===== config.mk =====
export PLATFORM = sky130hd
export DESIGN_NAME = biquad_notch_filter
export DESIGN_NICKNAME = d
export VERILOG_FILES = /design/src/rtl/bnf_pkg.sv /design/src/rtl/biquad_notch_filter.sv
export SDC_FILE = /design/constraint.sdc
export NUM_CORES = 2
export LEC_CHECK = 0
export ABC_CLOCK_PERIOD_IN_PS = 31000
export BUFFER_PORTS_ARGS = -buffer_cell sky130_fd_sc_hd__buf_4
export CAP_MARGIN = 25
export CORE_MARGIN = 5
export CORE_UTILIZATION = 50
export CTS_CLUSTER_SIZE = 24
export DETAILED_ROUTE_END_ITERATION = 12
export PLACE_DENSITY = 0.67
export SLEW_MARGIN = 25
export SYNTH_ARGS = -nofsm -noshare
export SYNTH_HDL_FRONTEND = slang
export SYNTH_SLANG_ARGS = --single-unit

===== constraint.sdc =====
create_clock -name clock -period 31 [get_ports clock]
set_input_delay 0 -clock clock [delete_from_list [all_inputs] [get_ports clock]]
set_output_delay 0 -clock clock [all_outputs]
set_load 0.1 [all_outputs]

===== src/rtl/bnf_pkg.sv =====
// Shared constants and types for the biquad notch filter.
`default_nettype none

package bnf_pkg;

   // coefficient and state widths
   localparam int COEF_W  = 32;
   localparam int STATE_W = 52;

   // feedback operand y is split into an unsigned low half and a signed high half
   localparam int YL_W = STATE_W / 2;
   localparam int YH_W = STATE_W - YL_W;
   localparam int MB_W = YL_W + 1;
   localparam int PROD_W = COEF_W + MB_W;

   // register map
   localparam int CSR_IDX_W = 3;
   localparam logic [CSR_IDX_W-1:0] CSR_B0 = 3'd0;
   localparam logic [CSR_IDX_W-1:0] CSR_B1 = 3'd1;
   localparam logic [CSR_IDX_W-1:0] CSR_B2 = 3'd2;
   localparam logic [CSR_IDX_W-1:0] CSR_A1 = 3'd3;
   localparam logic [CSR_IDX_W-1:0] CSR_A2 = 3'd4;

   typedef enum logic [9:0] {
      ST_IDLE  = 10'b00_0000_0001,
      ST_Y     = 10'b00_0000_0010,
      ST_LOAD1 = 10'b00_0000_0100,
      ST_A1L   = 10'b00_0000_1000,
      ST_A1H   = 10'b00_0001_0000,
      ST_B2    = 10'b00_0010_0000,
      ST_LOAD2 = 10'b00_0100_0000,
      ST_A2H   = 10'b00_1000_0000,
      ST_FIN   = 10'b01_0000_0000,
      ST_DONE  = 10'b10_0000_0000
   } state_type;

endpackage

`default_nettype wire


===== src/rtl/biquad_notch_filter.sv =====
// Biquad IIR filter (transposed direct form II) around one shared multiply-accumulate.
//
// Usage:
//  - req_* beats carry one signed sample and an end-of-buffer mark; rsp_* beats
//    carry the filtered sample and the copied mark. A beat moves when valid is
//    high and stall is low.
//  - Coefficients b0, b1, b2, a1, a2 (signed, COEF_FRAC_BITS fraction bits) are
//    written through csr_wr_en/csr_index/csr_wdata while the filter is idle.
//    Any coefficient write clears both delay elements.
//  - One 32x27 multiplier and one accumulator compute the seven products of a
//    sample in sequence (b0*x, b1*x, a1*y as two halves, b2*x, a2*y as two halves).
//    That sequencer sets the rate: a new sample is taken only once the last one has
//    left the last step, and rsp_valid is registered as the sequencer leaves it.
//  - req_stall stays high while a sample is being processed.
//  - The result sits in an output register; the next request is taken while it
//    waits. If rsp_stall holds that register occupied when the next sample is
//    finished, the sequencer waits in its last step.
//  - Reset (synchronous) restores b0 = 1.0, the other coefficients to zero,
//    clears the delays and drops rsp_valid.
`default_nettype none

module biquad_notch_filter #(
   parameter int COEF_FRAC_BITS = 30,
   parameter int SAMPLE_WIDTH   = 16
) (
   input  wire                                      clock,
   input  wire                                      reset,
   input  wire                                      req_valid,
   output logic                                     req_stall,
   input  wire  signed [SAMPLE_WIDTH-1:0]           req_sample_in,
   input  wire                                      req_last_in,
   output logic                                     rsp_valid,
   input  wire                                      rsp_stall,
   output logic signed [SAMPLE_WIDTH-1:0]           rsp_sample_out,
   output logic                                     rsp_last_out,
   input  wire                                      csr_wr_en,
   input  wire         [bnf_pkg::CSR_IDX_W-1:0]     csr_index,
   input  wire         [bnf_pkg::COEF_W-1:0]        csr_wdata
);

   localparam int F       = COEF_FRAC_BITS;
   localparam int COEF_W  = bnf_pkg::COEF_W;
   localparam int STATE_W = bnf_pkg::STATE_W;
   localparam int YL_W    = bnf_pkg::YL_W;
   localparam int YH_W    = bnf_pkg::YH_W;
   localparam int MB_W    = bnf_pkg::MB_W;
   localparam int PROD_W  = bnf_pkg::PROD_W;
   // accumulator holds values scaled by 2^F
   localparam int PX_W    = COEF_W + SAMPLE_WIDTH + F;
   localparam int PY_W    = COEF_W + STATE_W;
   localparam int ACC_W   = ((PX_W > PY_W) ? PX_W : PY_W) + 2;
   localparam int T_W     = ACC_W - F;
   // unscaled y = b0*x + d1
   localparam int YR_W    = ((COEF_W + SAMPLE_WIDTH > STATE_W) ?
                             (COEF_W + SAMPLE_WIDTH) : STATE_W) + 1;
   localparam int RW_W    = YR_W + 1 - F;

   localparam logic signed [COEF_W-1:0] B0_RESET =
      {{(COEF_W-F-1){1'b0}}, 1'b1, {F{1'b0}}};
   localparam logic [YR_W:0] HALF    = {{(YR_W+1-F){1'b0}}, 1'b1, {(F-1){1'b0}}};
   localparam logic [YR_W:0] HALF_M1 = {{(YR_W+2-F){1'b0}}, {(F-1){1'b1}}};

   bnf_pkg::state_type state_ff, state_in;

   logic signed [COEF_W-1:0]       coef_b0_ff, coef_b1_ff, coef_b2_ff, coef_a1_ff, coef_a2_ff;
   logic signed [STATE_W-1:0]      d1_ff, d1_in, d2_ff, d2_in;
   logic signed [SAMPLE_WIDTH-1:0] sample_ff;
   logic                           last_ff;
   logic signed [PROD_W-1:0]       prod_ff, prod_in;
   logic signed [ACC_W-1:0]        acc_ff, acc_in;
   logic signed [YR_W-1:0]         y_ff;
   logic signed [STATE_W-1:0]      yf_ff, yf_in;
   logic signed [SAMPLE_WIDTH-1:0] round_ff, round_in;
   logic                           rsp_valid_ff, rsp_valid_in;
   logic signed [SAMPLE_WIDTH-1:0] rsp_sample_ff;
   logic                           rsp_last_ff;

   logic                           req_take, done_go, csr_hit;
   logic signed [COEF_W-1:0]       mult_a;
   logic signed [MB_W-1:0]         mult_b;
   logic signed [MB_W-1:0]         x_req_ext, x_ext, ylo_ext, yhi_ext;
   logic signed [ACC_W-1:0]        acc_base, acc_term, prod_ext;
   logic                           acc_sub;
   logic signed [T_W-1:0]          acc_top;
   logic signed [STATE_W-1:0]      acc_sat;
   logic [YR_W:0]                  rnd_sum;
   logic [RW_W-1:0]                rnd_wide;

   assign req_stall      = (state_ff != bnf_pkg::ST_IDLE);
   assign req_take       = req_valid && !req_stall;
   assign done_go        = (state_ff == bnf_pkg::ST_DONE) && (!rsp_valid_ff || !rsp_stall);
   assign rsp_valid      = rsp_valid_ff;
   assign rsp_sample_out = rsp_sample_ff;
   assign rsp_last_out   = rsp_last_ff;

   // ---------------- sequencer ----------------
   always_comb begin
      state_in = state_ff;
      unique case (state_ff)
         bnf_pkg::ST_IDLE:  if (req_valid) state_in = bnf_pkg::ST_Y;
         bnf_pkg::ST_Y:     state_in = bnf_pkg::ST_LOAD1;
         bnf_pkg::ST_LOAD1: state_in = bnf_pkg::ST_A1L;
         bnf_pkg::ST_A1L:   state_in = bnf_pkg::ST_A1H;
         bnf_pkg::ST_A1H:   state_in = bnf_pkg::ST_B2;
         bnf_pkg::ST_B2:    state_in = bnf_pkg::ST_LOAD2;
         bnf_pkg::ST_LOAD2: state_in = bnf_pkg::ST_A2H;
         bnf_pkg::ST_A2H:   state_in = bnf_pkg::ST_FIN;
         bnf_pkg::ST_FIN:   state_in = bnf_pkg::ST_DONE;
         bnf_pkg::ST_DONE:  if (done_go) state_in = bnf_pkg::ST_IDLE;
         default:           state_in = bnf_pkg::ST_IDLE;
      endcase
   end

   // ---------------- shared multiplier ----------------
   assign x_req_ext = {{(MB_W-SAMPLE_WIDTH){req_sample_in[SAMPLE_WIDTH-1]}}, req_sample_in};
   assign x_ext     = {{(MB_W-SAMPLE_WIDTH){sample_ff[SAMPLE_WIDTH-1]}}, sample_ff};
   assign ylo_ext   = {1'b0, yf_ff[YL_W-1:0]};
   assign yhi_ext   = {{(MB_W-YH_W){yf_ff[STATE_W-1]}}, yf_ff[STATE_W-1:YL_W]};

   always_comb begin
      mult_a = coef_b0_ff;
      mult_b = x_req_ext;
      unique case (state_ff)
         bnf_pkg::ST_Y:     begin mult_a = coef_b1_ff; mult_b = x_ext;   end
         bnf_pkg::ST_A1L:   begin mult_a = coef_a1_ff; mult_b = ylo_ext; end
         bnf_pkg::ST_A1H:   begin mult_a = coef_a1_ff; mult_b = yhi_ext; end
         bnf_pkg::ST_B2:    begin mult_a = coef_b2_ff; mult_b = x_ext;   end
         bnf_pkg::ST_LOAD2: begin mult_a = coef_a2_ff; mult_b = ylo_ext; end
         bnf_pkg::ST_A2H:   begin mult_a = coef_a2_ff; mult_b = yhi_ext; end
         default: ;
      endcase
   end

   assign prod_in = PROD_W'(mult_a) * PROD_W'(mult_b);

   // ---------------- accumulator ----------------
   // delay terms: t = floor(((b*x + d)*2^F + 2^F - 1 - a*y) / 2^F)
   //            = b*x + d - floor(a*y / 2^F)
   assign prod_ext = {{(ACC_W-PROD_W){prod_ff[PROD_W-1]}}, prod_ff};

   always_comb begin
      acc_base = acc_ff;
      acc_term = '0;
      acc_sub  = 1'b0;
      unique case (state_ff) inside
         bnf_pkg::ST_IDLE: begin
            acc_base = {{(ACC_W-STATE_W-F){d1_ff[STATE_W-1]}}, d1_ff, {F{1'b0}}};
         end
         bnf_pkg::ST_Y: begin
            acc_term = prod_ext <<< F;
         end
         bnf_pkg::ST_LOAD1: begin
            acc_base = {{(ACC_W-STATE_W-F){d2_ff[STATE_W-1]}}, d2_ff, {F{1'b1}}};
            acc_term = prod_ext <<< F;
         end
         bnf_pkg::ST_A1H, bnf_pkg::ST_A2H: begin
            acc_term = prod_ext;
            acc_sub  = 1'b1;
         end
         bnf_pkg::ST_B2, bnf_pkg::ST_FIN: begin
            acc_term = prod_ext <<< YL_W;
            acc_sub  = 1'b1;
         end
         bnf_pkg::ST_LOAD2: begin
            acc_base = {{(ACC_W-F){1'b0}}, {F{1'b1}}};
            acc_term = prod_ext <<< F;
         end
         default: ;
      endcase
      acc_in = acc_sub ? (acc_base - acc_term) : (acc_base + acc_term);
   end

   // delay saturation to the state width
   assign acc_top = acc_ff[ACC_W-1:F];

   always_comb begin
      if ((&acc_top[T_W-1:STATE_W-1]) || !(|acc_top[T_W-1:STATE_W-1])) begin
         acc_sat = acc_top[STATE_W-1:0];
      end else if (acc_top[T_W-1]) begin
         acc_sat = {1'b1, {(STATE_W-1){1'b0}}};
      end else begin
         acc_sat = {1'b0, {(STATE_W-1){1'b1}}};
      end
   end

   // feedback operand: y clamped to the state width
   always_comb begin
      if ((&y_ff[YR_W-1:STATE_W-1]) || !(|y_ff[YR_W-1:STATE_W-1])) begin
         yf_in = y_ff[STATE_W-1:0];
      end else if (y_ff[YR_W-1]) begin
         yf_in = {1'b1, {(STATE_W-1){1'b0}}};
      end else begin
         yf_in = {1'b0, {(STATE_W-1){1'b1}}};
      end
   end

   // round half away from zero: (y + half - (y < 0)) >>> F, then saturate
   assign rnd_sum  = {y_ff[YR_W-1], y_ff} + (y_ff[YR_W-1] ? HALF_M1 : HALF);
   assign rnd_wide = rnd_sum[YR_W:F];

   always_comb begin
      if ((&rnd_wide[RW_W-1:SAMPLE_WIDTH-1]) || !(|rnd_wide[RW_W-1:SAMPLE_WIDTH-1])) begin
         round_in = rnd_wide[SAMPLE_WIDTH-1:0];
      end else if (rnd_wide[RW_W-1]) begin
         round_in = {1'b1, {(SAMPLE_WIDTH-1){1'b0}}};
      end else begin
         round_in = {1'b0, {(SAMPLE_WIDTH-1){1'b1}}};
      end
   end

   // ---------------- delay elements ----------------
   always_comb begin
      unique case (csr_index) inside
         bnf_pkg::CSR_B0, bnf_pkg::CSR_B1, bnf_pkg::CSR_B2,
         bnf_pkg::CSR_A1, bnf_pkg::CSR_A2: csr_hit = csr_wr_en;
         default:                          csr_hit = 1'b0;
      endcase
   end

   always_comb begin
      d1_in = d1_ff;
      d2_in = d2_ff;
      if (csr_hit) begin
         d1_in = '0;
         d2_in = '0;
      end else if (state_ff == bnf_pkg::ST_LOAD2) begin
         d1_in = acc_sat;
      end else if (done_go) begin
         d2_in = acc_sat;
      end
   end

   always_comb begin
      rsp_valid_in = rsp_valid_ff;
      if (done_go) begin
         rsp_valid_in = 1'b1;
      end else if (rsp_valid_ff && !rsp_stall) begin
         rsp_valid_in = 1'b0;
      end
   end

   // ---------------- registers ----------------
   always_ff @(posedge clock) begin
      if (reset) begin
         state_ff     <= bnf_pkg::ST_IDLE;
         rsp_valid_ff <= 1'b0;
         d1_ff        <= '0;
         d2_ff        <= '0;
         coef_b0_ff   <= B0_RESET;
         coef_b1_ff   <= '0;
         coef_b2_ff   <= '0;
         coef_a1_ff   <= '0;
         coef_a2_ff   <= '0;
      end else begin
         state_ff     <= state_in;
         rsp_valid_ff <= rsp_valid_in;
         d1_ff        <= d1_in;
         d2_ff        <= d2_in;
         if (csr_wr_en) begin
            unique case (csr_index)
               bnf_pkg::CSR_B0: coef_b0_ff <= csr_wdata;
               bnf_pkg::CSR_B1: coef_b1_ff <= csr_wdata;
               bnf_pkg::CSR_B2: coef_b2_ff <= csr_wdata;
               bnf_pkg::CSR_A1: coef_a1_ff <= csr_wdata;
               bnf_pkg::CSR_A2: coef_a2_ff <= csr_wdata;
               default: ;
            endcase
         end
      end
   end

   always_ff @(posedge clock) begin
      prod_ff <= prod_in;
      acc_ff  <= acc_in;
      if (req_take) begin
         sample_ff <= req_sample_in;
         last_ff   <= req_last_in;
      end
      if (state_ff == bnf_pkg::ST_Y) begin
         y_ff <= acc_in[F +: YR_W];
      end
      if (state_ff == bnf_pkg::ST_LOAD1) begin
         yf_ff    <= yf_in;
         round_ff <= round_in;
      end
      if (done_go) begin
         rsp_sample_ff <= round_ff;
         rsp_last_ff   <= last_ff;
      end
   end

`ifndef SYNTH
   // a result beat only appears at the end of the sequence
   a_rsp_from_done: assert property (@(posedge clock) disable iff (reset)
      $rose(rsp_valid_ff) |-> $past(state_ff == bnf_pkg::ST_DONE))
      else $error("rsp_valid rose outside the final step");

   // an accepted beat starts the sequence and blocks further requests
   a_take_starts: assert property (@(posedge clock) disable iff (reset)
      req_take |=> (state_ff == bnf_pkg::ST_Y) && req_stall)
      else $error("accepted request did not start the sequence");

   // a coefficient write clears both delays
   a_csr_clears: assert property (@(posedge clock) disable iff (reset)
      (csr_wr_en && (csr_index == bnf_pkg::CSR_B0 || csr_index == bnf_pkg::CSR_B1 ||
                     csr_index == bnf_pkg::CSR_B2 || csr_index == bnf_pkg::CSR_A1 ||
                     csr_index == bnf_pkg::CSR_A2))
      |=> (d1_ff == '0) && (d2_ff == '0))
      else $error("delays not cleared after coefficient write");
`endif

endmodule

`default_nettype wire

# Yosys cells after proc, flatten, opt, wreduce, memory -nomap -nowiden
# Cells that the tools add are included.
dict set report word_totals {
  register_bits 575
  inputBits 57
  out_inout_bits 19
  elab_cells 97
}
dict set report op_classes {
  n_addsub 3
  n_mul 1
  n_eq_ne 17
  muxes 19
  bitwise_logic 1
  reduce_logical 38
}
# op count
set op_table {}
lappend op_table {{case mux 86 bit (3 select lines)} 2}
lappend op_table {{two-way mux 52 bit} 4}
lappend op_table {{case mux 32 bit (4 select lines)} 1}
lappend op_table {{case mux 10 bit (10 select lines)} 1}
lappend op_table {{adder 86 bit} 1}
lappend op_table {{two-way mux 86 bit} 1}
lappend op_table {{subtractor 86 bit} 1}
lappend op_table {{case mux 27 bit (3 select lines)} 1}
lappend op_table {{multiplier 32 x 27 -> 59 bit} 1}
lappend op_table {{adder 53 x 31 -> 54 bit} 1}
lappend op_table {{two-way mux 16 bit} 2}
lappend op_table {{two-way mux 30 bit} 1}
lappend op_table {{two-way mux 10 bit} 2}
lappend op_table {{AND reduction 2 bit} 8}
lappend op_table {{OR reduction 2 bit} 8}
lappend op_table {{== test 10 x 1 -> 1 bit, second input constant} 1}
lappend op_table {{== test 10 bit, second input constant} 1}
lappend op_table {{== test 10 x 2 -> 1 bit, second input constant} 1}
lappend op_table {{== test 10 x 3 -> 1 bit, second input constant} 1}
lappend op_table {{== test 10 x 4 -> 1 bit, second input constant} 1}
lappend op_table {{== test 10 x 5 -> 1 bit, second input constant} 1}
lappend op_table {{== test 10 x 6 -> 1 bit, second input constant} 1}
lappend op_table {{== test 10 x 7 -> 1 bit, second input constant} 1}
lappend op_table {{== test 10 x 8 -> 1 bit, second input constant} 1}
lappend op_table {{19 further kinds} 35}

# Depth between registers and ports, before layout
dict set report logic_depth {
  depth_word 6
  ltp_mapped 41
  mapped_depth_nobuf 36
}

# Least setup slack after synthesis
# OpenSTA, ideal clock, no wires.
dict set report synth_path {
  path_kind {register to register}
  startpoint {register state_ff[5]}
  endpoint {register prod_ff[58]}
  setup_ns 0.072
  arrival_ns 10.252
  required_time_ns 30.928
  slack_ns 20.675
  stages_incl_launch_ff 33
  n_path_buf 4
  synth_period_minus_slack_ns 10.325
  cell_sequence {dfxtp_1 -> buf_2 -> nor4_1 -> clkbuf_1 -> nand4b_1 -> inv_1 -> clkbuf_1 -> a222oi_1 -> a31oi_1 -> clkbuf_1 -> nand2_1 -> fa_1 -> fa_1 -> fa_1 -> fa_1 -> inv_1 -> fa_1 -> fa_1 -> inv_1 -> fa_1 -> inv_1 -> ha_1 -> a21o_1 -> a21o_1 -> a221oi_1 -> o22ai_1 -> a211oi_1 -> nor4b_1 -> o311ai_0 -> and2_1 -> o21ai_0 -> a21oi_1 -> xnor2_1}
}
dict set report synth_between {
  elab_chain_cells 4
  elab_cells_between_ends 14
  cone_classes {mul: 1; eq/ne: 6; mux: 2; reduce/logical: 5}
}
# element line_no
set synth_rtl {}
lappend synth_rtl {{start, declared} biquad_notch_filter.sv:63} ;# bnf_pkg::state_type state_ff, state_in;
lappend synth_rtl {{start signal, assigned} biquad_notch_filter.sv:245} ;# state_ff <= bnf_pkg::ST_IDLE;
lappend synth_rtl {{start signal, assigned} biquad_notch_filter.sv:255} ;# state_ff <= state_in;
lappend synth_rtl {{== test 10 x 8 -> 1 bit, or another cell as far along} biquad_notch_filter.sv:123} ;# unique case (state_ff)
lappend synth_rtl {{OR reduction 2 bit (no line)} --}
lappend synth_rtl {{case mux 32 bit (4 select lines) / case mux 27 bit (3 select lines) (equally long branches)} biquad_notch_filter.sv:123}
lappend synth_rtl {{multiplier 32 x 27 -> 59 bit (*)} biquad_notch_filter.sv:134} ;# assign prod_in = PROD_W'(mult_a) * PROD_W'(mult_b);
lappend synth_rtl {{via prod_in[58]} biquad_notch_filter.sv:69} ;# logic signed [PROD_W-1:0] prod_ff, prod_in;
lappend synth_rtl {{end signal, assigned} biquad_notch_filter.sv:273} ;# prod_ff <= prod_in;
lappend synth_rtl {{end, declared} biquad_notch_filter.sv:69}
# Mark *: on every way through the listed nets, which the timed path passes. The rest lies on a longest branch.
# A chain may end at the register's enable or synchronous reset.

# Worst setup path in the final report
dict set report layout_path {
  startpoint {register state_ff[9]}
  endpoint {register prod_ff[58]}
}
# The elaborated chain is that of the path after synthesis.

==> flow_summary.ini <==
[critical_path]
crit_type = register to register
reg2reg_depth = 35
r2r_start = state_ff[9]$_SDFFE_PP0P_
timing.rr.end = prod_ff[58]$_DFF_P_
required_ns = 31.53
worst_setup_path_end_kind = register
slowest_delay_ns = 0.82
regToRegSetupSlack_ns = 17.77
crit_top_cell = fa_1
worst-path-max-fanout = 41
cp-start-kind = register
cp_slowest_cell = nor4b_1
crit_arrival_ns = 13.76

[die]
num_rows = 126
die_height_microns = 354
core_sq_um = 118000
pin_count = 76
die_area_sq_um = 125000
start_util_pct = 50.2
dieWidth_microns = 354

[layout]
layout.nets = 7943
layout_common_cells = nand2_1, inv_1, fa_1
drive_above_1_share_pct = 6.27
design_area_sq_um = 64300
areaGrowthSynthToFinish_pct = 8.86
final_common_cell = nand2_1

[hold_path]
holdCritPathClass = input pin to register
worstHoldPathCells = 2
worstHoldStart = req_last_in
hold_end = last_ff$_DFFE_PP_

[placed_design]
hpwl_mm = 152
port_buffers = 75
post_dp_cell_area_sq_um = 61200
gp_congestion = 0.994

[sta]
slew_violations = 0
period_minus_slack_ns = 13.23
setup_viol = 0
worstMarginPinSlew_ns = 1.13
totalNegativeSetupSlack_ns = 0
max-slew-margin-rel_pct = 22.7
skew_ns = 0.0490
fmax_mhz = 75.6
min_period_over_period_pct = 42.7
rsz0062_at_grt = false
final-hold-violation-count = 0

[global_route]
overflow = 0
grt_max_degree = 122
antenna_found_initial = 11
grt_pass1_wl_mm = 311
grtUsageTotal_pct = 32.5
grt_pass1_vias = 50447

[pwr]
p_switching_w = 0.00316
power_density_nw_per_um2 = 97.0
p_sw_share_pct = 50.6
p_comb_share_pct = 67.7
power_w = 0.00624
internal_power_w = 0.00308
leakage_nw = 29.0
clkPwrFrac_pct = 13.7
seqPwrFrac_pct = 18.6
peakVddDrop_v = 0.000121

[logic_synthesis]
yosys_warnings = 0
synth_nets = 7997
ys_seq_area_share_pct = 22.1
ys_ff_latch = 575
async_flop_share_pct = 0
avgSynthCellArea_sq_um = 8.72
syn-cell-area_sq_um = 59000
synth_edf_count = 155
ys_types = 85
synth_top_flop_cell = dfxtp_1
synthCells = 6768

[clock_network]
cts_made_buffers = 69
cts_buffer_depth = 3
cts-root-buf = clkbuf_16
cts_max_level = 3
clk_pin_slew_worst_paths_ns = 0.06
cts.sinks = 575
cts_tree = yes
clk_latency_ns = 0.68

[route]
route.detailed.drc = 0
wirelength_mm = 203
via_per_inst = 5.95
num_vias = 49414
ant_nets = 0
drt_iter0_markers = 5401
avgRoutedWirePerCell_microns = 24.5
first_pass_iters = 8

[flow_run]
maxCapViolCount = 0

[status]
outcome = complete, no violations
## final cells by class
| class | instances | area [sq um] |
|---|---|---|
| fillers | 10733 | 53300 |
| multi-input cells | 4830 | 41100 |
| flip-flops and latches | 575 | 13100 |
| inverters | 989 | 3710 |
| repair buffers | 249 | 2060 |
| clock buffers | 92 | 2040 |
| well taps | 1536 | 1920 |
| clock inverters | 32 | 360 |
| diodes | 3 | 7.51 |
## power by group through the flow
stage	combinational, W	sequential [W]	clock (W)
finish	0.00422	0.00116	0.000856
detailed placement	0.00412	0.00116	0
global route	0.00467	0.00116	0.000899
floorplan	0.00297	0.00107	0
global placement	0.00411	0.00116	0
CTS	0.00418	0.00114	0.000869
## flip-flops by register name, summed over array words and instances, names as in the netlist, 52 cells and up
register	flops
acc_ff	86
prod_ff	59
yf_ff	52
d2_ff	52
y_ff	53
d1_ff	52
## per-layer routing
layer  GRT usage, %  wire length [microns]  up-vias
li1               -                      -    21827
met1           44.6                  82900    24577
met2           50.1                  88700     2466
met3           6.84                  20600      538
met4           14.2                  11000        6
met5              0                     42        -
## cells in the mapped netlist (23+ instances only)
cell type / n / area (sq um)
and2_1: 41 / 257
inv_1: 989 / 3710
clkbuf_1: 339 / 1270
a31oi_1: 57 / 357
nand3_1: 43 / 215
a22oi_1: 85 / 638
a31o_2: 35 / 307
a222oi_1: 43 / 430
xnor2_1: 133 / 1160
o21bai_1: 29 / 218
ha_1: 285 / 3570
a211oi_1: 115 / 863
nand2b_1: 25 / 156
nor2b_1: 27 / 169
nor2_1: 645 / 2420
edfxtp_1: 155 / 4650
nand4_1: 61 / 382
nor4_1: 23 / 144
and3_1: 28 / 175
nor3_1: 47 / 235
o21a_1: 35 / 263
dfxtp_1: 420 / 8410
xor2_1: 84 / 736
a21o_1: 167 / 1250
nand2_1: 1124 / 4220
a221oi_1: 23 / 201
a21oi_1: 427 / 2140
o21ai_0: 143 / 716
fa_1: 887 / 17800
## critical path: cells and delay by family (launching register included)
kind / cells / cell delay [ns]
AO/OA/AOI/OAI: 7 / 1.62
XOR/XNOR: 1 / 0.14
adder cells (fa/ha/maj): 8 / 3.90
buffers and inverters: 8 / 2.44
flip-flops: 1 / 0.35
AND/OR/NAND/NOR: 11 / 4.60
## how the worst max path moves through the flow
| stage | startpoint | to | slack [ns] | cells after the start |
|---|---|---|---|---|
| after detailed placement | state_ff[9]$_SDFFE_PP0P_ | prod_ff[58]$_DFF_P_ | 17.66 | 36 |
| after floorplan | state_ff[5]$_SDFFE_PP0P_ | prod_ff[58]$_DFF_P_ | 20.68 | 32 |
| after CTS | state_ff[0]$_SDFFE_PP1P_ | prod_ff[58]$_DFF_P_ | 17.63 | 36 |
| after global routing | state_ff[9]$_SDFFE_PP0P_ | prod_ff[55]$_DFF_P_ | 17.28 | 34 |
| final | state_ff[9]$_SDFFE_PP0P_ | prod_ff[58]$_DFF_P_ | 17.77 | 35 |
| after global placement | state_ff[9]$_SDFFE_PP0P_ | prod_ff[58]$_DFF_P_ | 17.63 | 36 |
## kinds of logic (layout without fill, tap and decap cells)
logic type / count (synthesis) / count (layout) / share of synthesized area [%]
simple gates: 2145 / 2145 / 15.3
buf+inv: 1363 / 1362 / 8.76
mux: 3 / 3 / 0.0509
other cells: 0 / 3 / 0
flops: 575 / 575 / 22.1
fa+ha+maj: 1172 / 1172 / 36.1
compound gates: 1293 / 1293 / 14.4
xor+xnor: 217 / 217 / 3.22
## per-stage QoR
stage                     utilization (%)  setup WS [ns]  hold slack, ns  std cells
after global placement               52.0          17.63           0.179       8115
after CTS                            54.6          17.63          0.0361       8303
after floorplan                         -          20.68          0.0989       6768
final                                54.6          17.77          0.0652       8306
after detailed placement             52.0          17.66           0.184       8116
after global routing                 54.6          17.28          0.0719       8303
## timing repair
action | 4_1_cts | 5_1_grt
endpoints found under the hold margin | 182 | 0
hold buffers | 63 | 0
resized for setup | 0 | 0
setup buffers | 0 | 0
No activity file was read; power rests on OpenSTA's default activity.
